--- config.mk ---
export PLATFORM = sky130hd
export DESIGN_NAME = vfd_grid_multiplex_controller
export DESIGN_NICKNAME = d
export VERILOG_FILES = /design/src/vgm_pkg.sv /design/src/vgm_ctrl.sv /design/src/vgm_datapath.sv /design/src/vfd_grid_multiplex_controller.sv
export SDC_FILE = /design/constraint.sdc
export NUM_CORES = 1
export LEC_CHECK = 0
export BUFFER_PORTS_ARGS = -buffer_cell sky130_fd_sc_hd__buf_2
export CAP_MARGIN = 40
export CORE_ASPECT_RATIO = 1.5
export CORE_MARGIN = 10
export CORE_UTILIZATION = 57
export CTS_CLUSTER_SIZE = 12
export DETAILED_ROUTE_END_ITERATION = 6
export GPL_ROUTABILITY_DRIVEN = 0
export PLACE_DENSITY = 0.7
export SYNTH_ARGS = -nofsm -noshare
export SYNTH_HDL_FRONTEND = slang
export SYNTH_SLANG_ARGS = --single-unit
--- constraint.sdc ---
create_clock -name clk -period 3.9 [get_ports clk]
set_clock_uncertainty 0.2 [all_clocks]
set_input_delay 0.39 -clock clk [delete_from_list [all_inputs] [get_ports clk]]
set_output_delay 0.39 -clock clk [all_outputs]
set_load 0.02 [all_outputs]
--- src/vgm_pkg.sv ---
// Shared types, constants and the 14-segment font for the VFD grid multiplex controller.
`timescale 1ns / 1ps
package vgm_pkg;

  // Operation codes
  localparam logic [1:0] OP_REFRESH = 2'd0;
  localparam logic [1:0] OP_LOAD    = 2'd1;
  localparam logic [1:0] OP_SCROLL  = 2'd2;

  // Frame layout
  localparam int SEG_BITS    = 14;
  localparam int SELECT_BITS = 11;
  localparam int FRAME_BITS  = 30;
  localparam int CNT_W       = $clog2(FRAME_BITS);

  typedef logic [SEG_BITS-1:0] seg_t;

  // Segment positions
  localparam seg_t SG_A = seg_t'(1) << 0;
  localparam seg_t SG_B = seg_t'(1) << 1;
  localparam seg_t SG_F = seg_t'(1) << 2;
  localparam seg_t SG_K = seg_t'(1) << 3;
  localparam seg_t SG_J = seg_t'(1) << 4;
  localparam seg_t SG_H = seg_t'(1) << 5;
  localparam seg_t SG_M = seg_t'(1) << 6;
  localparam seg_t SG_G = seg_t'(1) << 7;
  localparam seg_t SG_N = seg_t'(1) << 8;
  localparam seg_t SG_P = seg_t'(1) << 9;
  localparam seg_t SG_R = seg_t'(1) << 10;
  localparam seg_t SG_C = seg_t'(1) << 11;
  localparam seg_t SG_E = seg_t'(1) << 12;
  localparam seg_t SG_D = seg_t'(1) << 13;

  // Controller to datapath commands
  typedef struct packed {
    logic load_frame;
    logic shift;
    logic advance;
    logic load_char;
    logic scroll_char;
  } vgm_cmd_t;

  // Datapath to controller status
  typedef struct packed {
    logic last_bit;
  } vgm_stat_t;

  function automatic seg_t font_pattern(input logic [7:0] ch);
    seg_t v;
    v = '0;
    case (ch)
      8'h30: v = SG_A | SG_B | SG_C | SG_D | SG_E | SG_F | SG_K | SG_R;
      8'h31: v = SG_B | SG_C;
      8'h32: v = SG_A | SG_B | SG_D | SG_E | SG_G | SG_M;
      8'h33: v = SG_A | SG_B | SG_C | SG_D | SG_M;
      8'h34: v = SG_B | SG_C | SG_F | SG_G | SG_M;
      8'h35: v = SG_A | SG_C | SG_D | SG_F | SG_G | SG_M;
      8'h36: v = SG_A | SG_C | SG_D | SG_E | SG_F | SG_G | SG_M;
      8'h37: v = SG_A | SG_B | SG_C;
      8'h38: v = SG_A | SG_B | SG_C | SG_D | SG_E | SG_F | SG_G | SG_M;
      8'h39: v = SG_A | SG_B | SG_C | SG_D | SG_F | SG_G | SG_M;
      8'h41: v = SG_A | SG_B | SG_C | SG_E | SG_F | SG_G | SG_M;
      8'h42: v = SG_A | SG_B | SG_C | SG_D | SG_J | SG_P | SG_M;
      8'h43: v = SG_A | SG_D | SG_E | SG_F;
      8'h44: v = SG_A | SG_B | SG_C | SG_D | SG_J | SG_P;
      8'h45: v = SG_A | SG_D | SG_E | SG_F | SG_G | SG_M;
      8'h46: v = SG_A | SG_E | SG_F | SG_G;
      8'h47: v = SG_A | SG_C | SG_D | SG_E | SG_F | SG_M;
      8'h48: v = SG_B | SG_C | SG_E | SG_F | SG_G | SG_M;
      8'h49: v = SG_J | SG_P;
      8'h4A: v = SG_B | SG_C | SG_D | SG_E;
      8'h4B: v = SG_E | SG_F | SG_G | SG_K | SG_N;
      8'h4C: v = SG_D | SG_E | SG_F;
      8'h4D: v = SG_B | SG_C | SG_E | SG_F | SG_H | SG_K;
      8'h4E: v = SG_B | SG_C | SG_E | SG_F | SG_H | SG_N;
      8'h4F: v = SG_A | SG_B | SG_C | SG_D | SG_E | SG_F;
      8'h50: v = SG_A | SG_B | SG_E | SG_F | SG_G | SG_M;
      8'h51: v = SG_A | SG_B | SG_C | SG_D | SG_E | SG_F | SG_N;
      8'h52: v = SG_A | SG_B | SG_E | SG_F | SG_G | SG_M | SG_N;
      8'h53: v = SG_A | SG_C | SG_D | SG_F | SG_G | SG_M;
      8'h54: v = SG_A | SG_J | SG_P;
      8'h55: v = SG_B | SG_C | SG_D | SG_E | SG_F;
      8'h56: v = SG_E | SG_F | SG_K | SG_R;
      8'h57: v = SG_B | SG_C | SG_E | SG_F | SG_N | SG_R;
      8'h58: v = SG_H | SG_K | SG_N | SG_R;
      8'h59: v = SG_H | SG_K | SG_P;
      8'h5A: v = SG_A | SG_D | SG_K | SG_R;
      8'h2B: v = SG_G | SG_J | SG_M | SG_P;
      8'h2D: v = SG_G | SG_M;
      8'h2A: v = SG_G | SG_H | SG_J | SG_K | SG_M | SG_N | SG_P | SG_R;
      8'h5F: v = SG_D;
      8'h2F: v = SG_K | SG_R;
      8'h2C: v = SG_R;
      8'h27: v = SG_J;
      8'h24: v = SG_A | SG_C | SG_D | SG_F | SG_G | SG_M | SG_J | SG_P;
      default: v = '0;
    endcase
    return v;
  endfunction

endpackage

--- src/vgm_ctrl.sv ---
// Controller state machine: accepts transactions and sequences the frame shift.
`timescale 1ns / 1ps
module vgm_ctrl
  import vgm_pkg::*;
(
  input  logic       clk,
  input  logic       rst,
  input  logic       start,
  input  logic [1:0] operation,
  input  vgm_stat_t  stat,
  output vgm_cmd_t   cmd,
  output logic       busy
);

  typedef enum logic {
    ST_IDLE,
    ST_SHIFT
  } state_t;

  state_t state;
  logic   accept;

  assign accept = start && !busy;

  always_comb begin
    cmd = '0;
    case (state)
      ST_IDLE: begin
        cmd.load_frame  = accept && (operation == OP_REFRESH);
        cmd.load_char   = accept && (operation == OP_LOAD);
        cmd.scroll_char = accept && (operation == OP_SCROLL);
      end
      ST_SHIFT: begin
        cmd.shift   = 1'b1;
        cmd.advance = stat.last_bit;
      end
      default: cmd = '0;
    endcase
  end

  always_ff @(posedge clk) begin
    if (rst) begin
      state <= ST_IDLE;
      busy  <= 1'b0;
    end else begin
      case (state)
        ST_IDLE: begin
          if (accept && operation == OP_REFRESH) begin
            state <= ST_SHIFT;
            busy  <= 1'b1;
          end
        end
        ST_SHIFT: begin
          if (stat.last_bit) begin
            state <= ST_IDLE;
            busy  <= 1'b0;
          end
        end
        default: begin
          state <= ST_IDLE;
          busy  <= 1'b0;
        end
      endcase
    end
  end

endmodule

--- src/vgm_datapath.sv ---
// Datapath: grid pattern registers, active grid, string state and frame shifter.
`timescale 1ns / 1ps
module vgm_datapath
  import vgm_pkg::*;
#(
  parameter int NUM_GRIDS = 11
) (
  input  logic       clk,
  input  logic       rst,
  input  vgm_cmd_t   cmd,
  input  logic [7:0] char_code,
  input  logic [3:0] char_index,
  output vgm_stat_t  stat,
  output logic       serial_bit
);

  localparam int GW = $clog2(NUM_GRIDS);

  seg_t                  grid [NUM_GRIDS];
  logic [GW-1:0]         active_grid;
  logic                  string_ended;
  logic [FRAME_BITS-1:0] frame_sr;
  logic [CNT_W-1:0]      bit_count;

  logic                   index_ok;
  logic                   ended_next;
  logic [GW-1:0]          load_addr;
  seg_t                   glyph;
  logic [SELECT_BITS-1:0] select;
  logic [FRAME_BITS-1:0]  frame;

  assign glyph     = font_pattern(char_code);
  assign index_ok  = int'(char_index) < NUM_GRIDS - 1;
  assign load_addr = GW'(NUM_GRIDS - 1 - int'(char_index));
  assign ended_next = (char_index == 4'd0) ? (char_code == 8'd0)
                                           : (string_ended || char_code == 8'd0);

  // One-hot select, blank past the eleventh position
  always_comb begin
    for (int i = 0; i < SELECT_BITS; i++) begin
      select[i] = (int'(active_grid) == i);
    end
  end

  assign frame = {3'b000, grid[active_grid], 2'b00, select};

  assign stat.last_bit = (bit_count == CNT_W'(FRAME_BITS - 1));
  assign serial_bit    = frame_sr[0];

  always_ff @(posedge clk) begin
    if (rst) begin
      for (int i = 0; i < NUM_GRIDS; i++) begin
        grid[i] <= '0;
      end
      active_grid  <= '0;
      string_ended <= 1'b0;
    end else begin
      if (cmd.load_char && index_ok) begin
        string_ended     <= ended_next;
        grid[load_addr]  <= ended_next ? seg_t'(0) : glyph;
      end
      if (cmd.scroll_char) begin
        for (int i = NUM_GRIDS - 1; i > 1; i--) begin
          grid[i] <= grid[i-1];
        end
        grid[1] <= glyph;
      end
      if (cmd.advance) begin
        if (int'(active_grid) >= NUM_GRIDS - 1) begin
          active_grid <= '0;
        end else begin
          active_grid <= active_grid + GW'(1);
        end
      end
    end
  end

  always_ff @(posedge clk) begin
    if (rst) begin
      bit_count <= '0;
    end else if (cmd.load_frame) begin
      bit_count <= '0;
    end else if (cmd.shift) begin
      bit_count <= bit_count + CNT_W'(1);
    end
  end

  always_ff @(posedge clk) begin
    if (cmd.load_frame) begin
      frame_sr <= frame;
    end else if (cmd.shift) begin
      frame_sr <= {1'b0, frame_sr[FRAME_BITS-1:1]};
    end
  end

endmodule

--- src/vfd_grid_multiplex_controller.sv ---
// Top level of the 14-segment VFD grid multiplex controller.
`timescale 1ns / 1ps
// A transaction is accepted on a rising edge with start high and busy low.
// Load (operation 1) and scroll (operation 2) transactions update the grid
// registers at that edge and leave busy low, so one may follow every cycle.
// A refresh tick (operation 0) raises busy on the next cycle and then shifts
// out a 30-bit frame, one bit per clock: bit_strobe marks each bit on
// serial_bit, and strobe_after is high on the thirtieth. The frame is
// the one-hot grid select (position 0 first, 11 positions), two zero bits,
// the active grid's 14 segment bits LSB first, and three zero bits. Busy
// falls after the last bit, when the active grid advances modulo NUM_GRIDS,
// so a refresh tick holds busy until its whole frame is shifted out, and the
// next transaction is taken once busy is low again. The receiver cannot
// stall: every bit must be taken in the cycle it is shown. Grid 0 is never
// written and stays blank; a load index of NUM_GRIDS-1 or more and operation
// code 3 are ignored.
module vfd_grid_multiplex_controller
  import vgm_pkg::*;
#(
  parameter int NUM_GRIDS = 11
) (
  input  logic       clk,
  input  logic       rst,
  input  logic       start,
  output logic       busy,
  input  logic [1:0] operation,
  input  logic [7:0] char_code,
  input  logic [3:0] char_index,
  output logic       bit_strobe,
  output logic       serial_bit,
  output logic       strobe_after
);

  vgm_cmd_t  cmd;
  vgm_stat_t stat;

  vgm_ctrl u_ctrl (
    .clk       (clk),
    .rst       (rst),
    .start     (start),
    .operation (operation),
    .stat      (stat),
    .cmd       (cmd),
    .busy      (busy)
  );

  vgm_datapath #(
    .NUM_GRIDS (NUM_GRIDS)
  ) u_datapath (
    .clk        (clk),
    .rst        (rst),
    .cmd        (cmd),
    .char_code  (char_code),
    .char_index (char_index),
    .stat       (stat),
    .serial_bit (serial_bit)
  );

  // The controller is busy exactly while frame bits are on the wire.
  assign bit_strobe   = cmd.shift;
  assign strobe_after = cmd.shift && stat.last_bit;

endmodule

==> key figures <==
Status
  • Status: finished clean

GRT
  • Congestion Overflow GR: 0
  • First-pass GRT wire length: approximately 49 mm
  • Antenna violations before repair: 0
  • GRT Util Overall: 0.210
  • Largest net degree at the start of global routing: 64
  • Vias in the first global route: roughly 8,600

Critical path
  • FF-to-FF Start: u_ctrl.state$_SDFF_PP0_
  • Worst-path maximum fanout: 19
  • R2r worst-path depth: 3
  • Critical-path top delay cell: dfxtp_1
  • Crit end category: register
  • Worst EP required: 3.78 ns
  • CP Launch Type: register
  • CP endpoint: u_datapath.grid[1][8]$_DFFE_PP_
  • RR Endpoint: u_datapath.grid[1][8]$_DFFE_PP_
  • Crit. Startpoint: u_ctrl.state$_SDFF_PP0_
  • CP Cell Sequence: nor4b_2, a21oi_1, nand2_1
  • Max incr delay on CP: 0.73 ns
  • R2R Setup Slk: between 1 and 1.5 ns
  • CP Data Arrival Time: between 2 and 3 ns
  • Crit Path Class: register to register

Floorplanning
  • Die area: between 0.02 and 0.03 mm²
  • Die width: 143 µm
  • Initial Util: 0.580
  • Num rows: 67
  • IO Pins: 21
  • Core ar.: approximately 0.022 mm²
  • Die Ht: 205 µm

Cells and area
  • P&R area growth vs syn: 12.1%
  • # diodes: 0
  • Fillers: roughly 1,700
  • Final Net Count: ~1,100
  • Share of layout cells above drive strength 1: 0.171
  • Flip-flop and latch area: ~0.0078 mm²
  • Commonest non-fill, non-tap cell in the layout: edfxtp_1
  • Most frequent cells in the layout: 249 x edfxtp_1, 103 x nand2_1, 84 x conb_1, 77 x a22o_1, 56 x mux4_2
  • Area of the multi-input gates: ~0.0052 mm²
  • Final core utilization: 0.650

Detailed routing
  • Final ANT Viol Nets: 0
  • TritonRoute pass-1 iters: 5
  • Total routed wirelength: 30.3 mm
  • Residual DRC: 0
  • DR vias/cell: approximately 6.3
  • Via count: about 8,500
  • Wire length per cell after detailed routing: approximately 23 µm
  • Starting DRC count in detailed routing: ~840

Timing
  • Final min period: 2.85 ns
  • Final Hold Vio Count: 0
  • Slew HR: 0.474
  • Final Setup Violations: 0
  • Max Clock Freq: around 0.35 GHz
  • RSZ-0062 raised after global routing: no
  • Period utilization: 0.732
  • Least-Margin Pin Slew: roughly 0.78 ns
  • Setup tns final: 0 ns
  • Max-slew violations: 0

Power and ir drop
  • Switching pwr: approximately 1.4 mW
  • Clock power share: 0.386
  • Switching Fraction: 0.224
  • Reg power frac: 0.545
  • Peak supply drop: around 0.34 mV
  • Int Power: around 4.8 mW
  • Pwr per Cell Area: about 430 mW/mm²
  • Leak: around 5 nW
  • Comb power frac: 0.070

Min path
  • Hold crit path type: input port to register

CTS
  • CTS tree: done
  • Clk buf depth: 3
  • H-Tree Depth: 1
  • Clock Sinks: 267
  • Worst-Skew Late Latency: 0.54 ns
  • Num CTS Buffers: 27
  • Hold Buf Count CTS: 0
  • Clk pin slew, worst setup/hold paths: 0.06 ns
  • CTS resizes: 0
  • Setup repair bufs after CTS: 0
  • CTS Root Cell: clkbuf_16

Yosys
  • Synth Register Bits: roughly 270
  • Number of flops mapped to enable cells by yosys: 249
  • Synth Area per Inst: 13.7 µm²
  • Synth Instances: about 950
  • Async SR Flop Fraction: 0
  • Mapped cell area: 0.0130 mm²
  • Synth Flop Type: edfxtp_1
  • Register area share after synthesis: 0.601
  • Synth warn: 0
  • Post-synth cell types: 71

Run
  • Max cap viols: 0

Place
  • Hpwl dp: between 20 and 25 mm
  • I/O Buffers: 20
-- synth_stat cells, types with 9 or more instances --
cell type / count / area [µm²]
o21ai_1: 40 / 200
a22oi_1: 15 / 113
or3_1: 9 / 56.3
a21oi_1: 17 / 85.1
edfxtp_1: 249 / 7480
o21ai_2: 14 / 123
nor3_1: 11 / 55.1
inv_1: 10 / 37.5
buf_1: 13 / 48.8
clkbuf_1: 47 / 176
buf_2: 14 / 70.1
o21ai_0: 33 / 165
o211ai_1: 17 / 128
nand2b_1: 13 / 81.3
mux2i_1: 16 / 160
a22o_1: 77 / 674
dfxtp_1: 18 / 360
mux4_2: 56 / 1260
nor2b_1: 24 / 150
ha_1: 14 / 175
nor2_1: 37 / 139
a211oi_1: 9 / 67.6
nand2_1: 103 / 387
-- critical path: cells and delay by family, from the launching register on --
family / cells / cell delay (ns)
and+or+nand+nor: 2 / 0.84
DFF: 1 / 0.73
AOI/OAI and AO/OA: 1 / 0.63
-- cell families after synthesis --
group	Yosys count	synth area share
compound gates	260	0.144
other cells	1	0.000288
xor+xnor	5	0.00336
mux	75	0.112
flops	267	0.601
simple gates	245	0.0982
fa+ha+maj	14	0.0134
buf+inv	86	0.0273
-- flip-flops by register name (all words and copies together), names as in the netlist, named ones only --
name	cells
u_ctrl.busy	1
u_ctrl.state	1
u_datapath.active_grid	4
u_datapath.bit_count	5
u_datapath.frame_sr	27
u_datapath.grid	224
u_datapath.string_ended	1
-- metrics by stage --
step | setup slack [ns] | cells | hold WS (ns) | area, µm² | total power, mW
floorplan | 1.00 | 1036 | 0.243 | 13300 | 3.71
global placement | 0.980 | 1291 | 0.259 | 13800 | 3.86
detailed placement | 0.872 | 1292 | 0.268 | 13800 | 3.88
CTS | 1.07 | 1342 | 0.124 | 14600 | 6.25
global route | 0.825 | 1342 | 0.163 | 14600 | 6.43
finish | 1.05 | 1342 | 0.149 | 14600 | 6.23
-- worst min-delay path by stage --
stage               slack [ns]  depth (start not counted)                                   end                                 start
floorplan                 0.24                          1  u_datapath.frame_sr[11]$_SDFFE_PP0P_  u_datapath.frame_sr[11]$_SDFFE_PP0P_
global placement          0.26                          1  u_datapath.frame_sr[12]$_SDFFE_PP0P_     u_datapath.frame_sr[13]$_DFFE_PP_
detailed placement        0.27                          1  u_datapath.frame_sr[12]$_SDFFE_PP0P_     u_datapath.frame_sr[13]$_DFFE_PP_
CTS                       0.12                          3  u_datapath.bit_count[0]$_SDFFE_PP0P_                          operation[1]
global route              0.16                          3  u_datapath.bit_count[2]$_SDFFE_PP0P_                          operation[1]
finish                    0.15                          3  u_datapath.bit_count[0]$_SDFFE_PP0P_                          operation[1]
-- cell type report --
type                            count  share of cell area
Sequential cell                   267               0.537
Multi-Input combinational cell    683               0.354
Clock buffer                       47              0.0541
Timing Repair Buffer               56              0.0276
Tap cell                          276              0.0236
Inverter                           10             0.00257
Clock inverter                      3             0.00120
-- per-layer routing --
layer,global-route usage,vias up,part of all wire
met1,0.263,4242,0.39
met5,0,-,0
met3,0.0247,62,0.058
met2,0.371,320,0.53
li1,-,3865,-
met4,0.0666,0,0.028
-- power groups by stage --
stage	registers, mW	clock network (mW)	logic, mW
6_report	3.39	2.40	0.435
5_1_grt	3.41	2.55	0.472
2_1_floorplan	3.42	0	0.294
3_5_place_dp	3.45	0	0.427
3_3_place_gp	3.44	0	0.416
4_1_cts	3.39	2.44	0.428
Note: power is estimated with default switching activity, not from simulation.
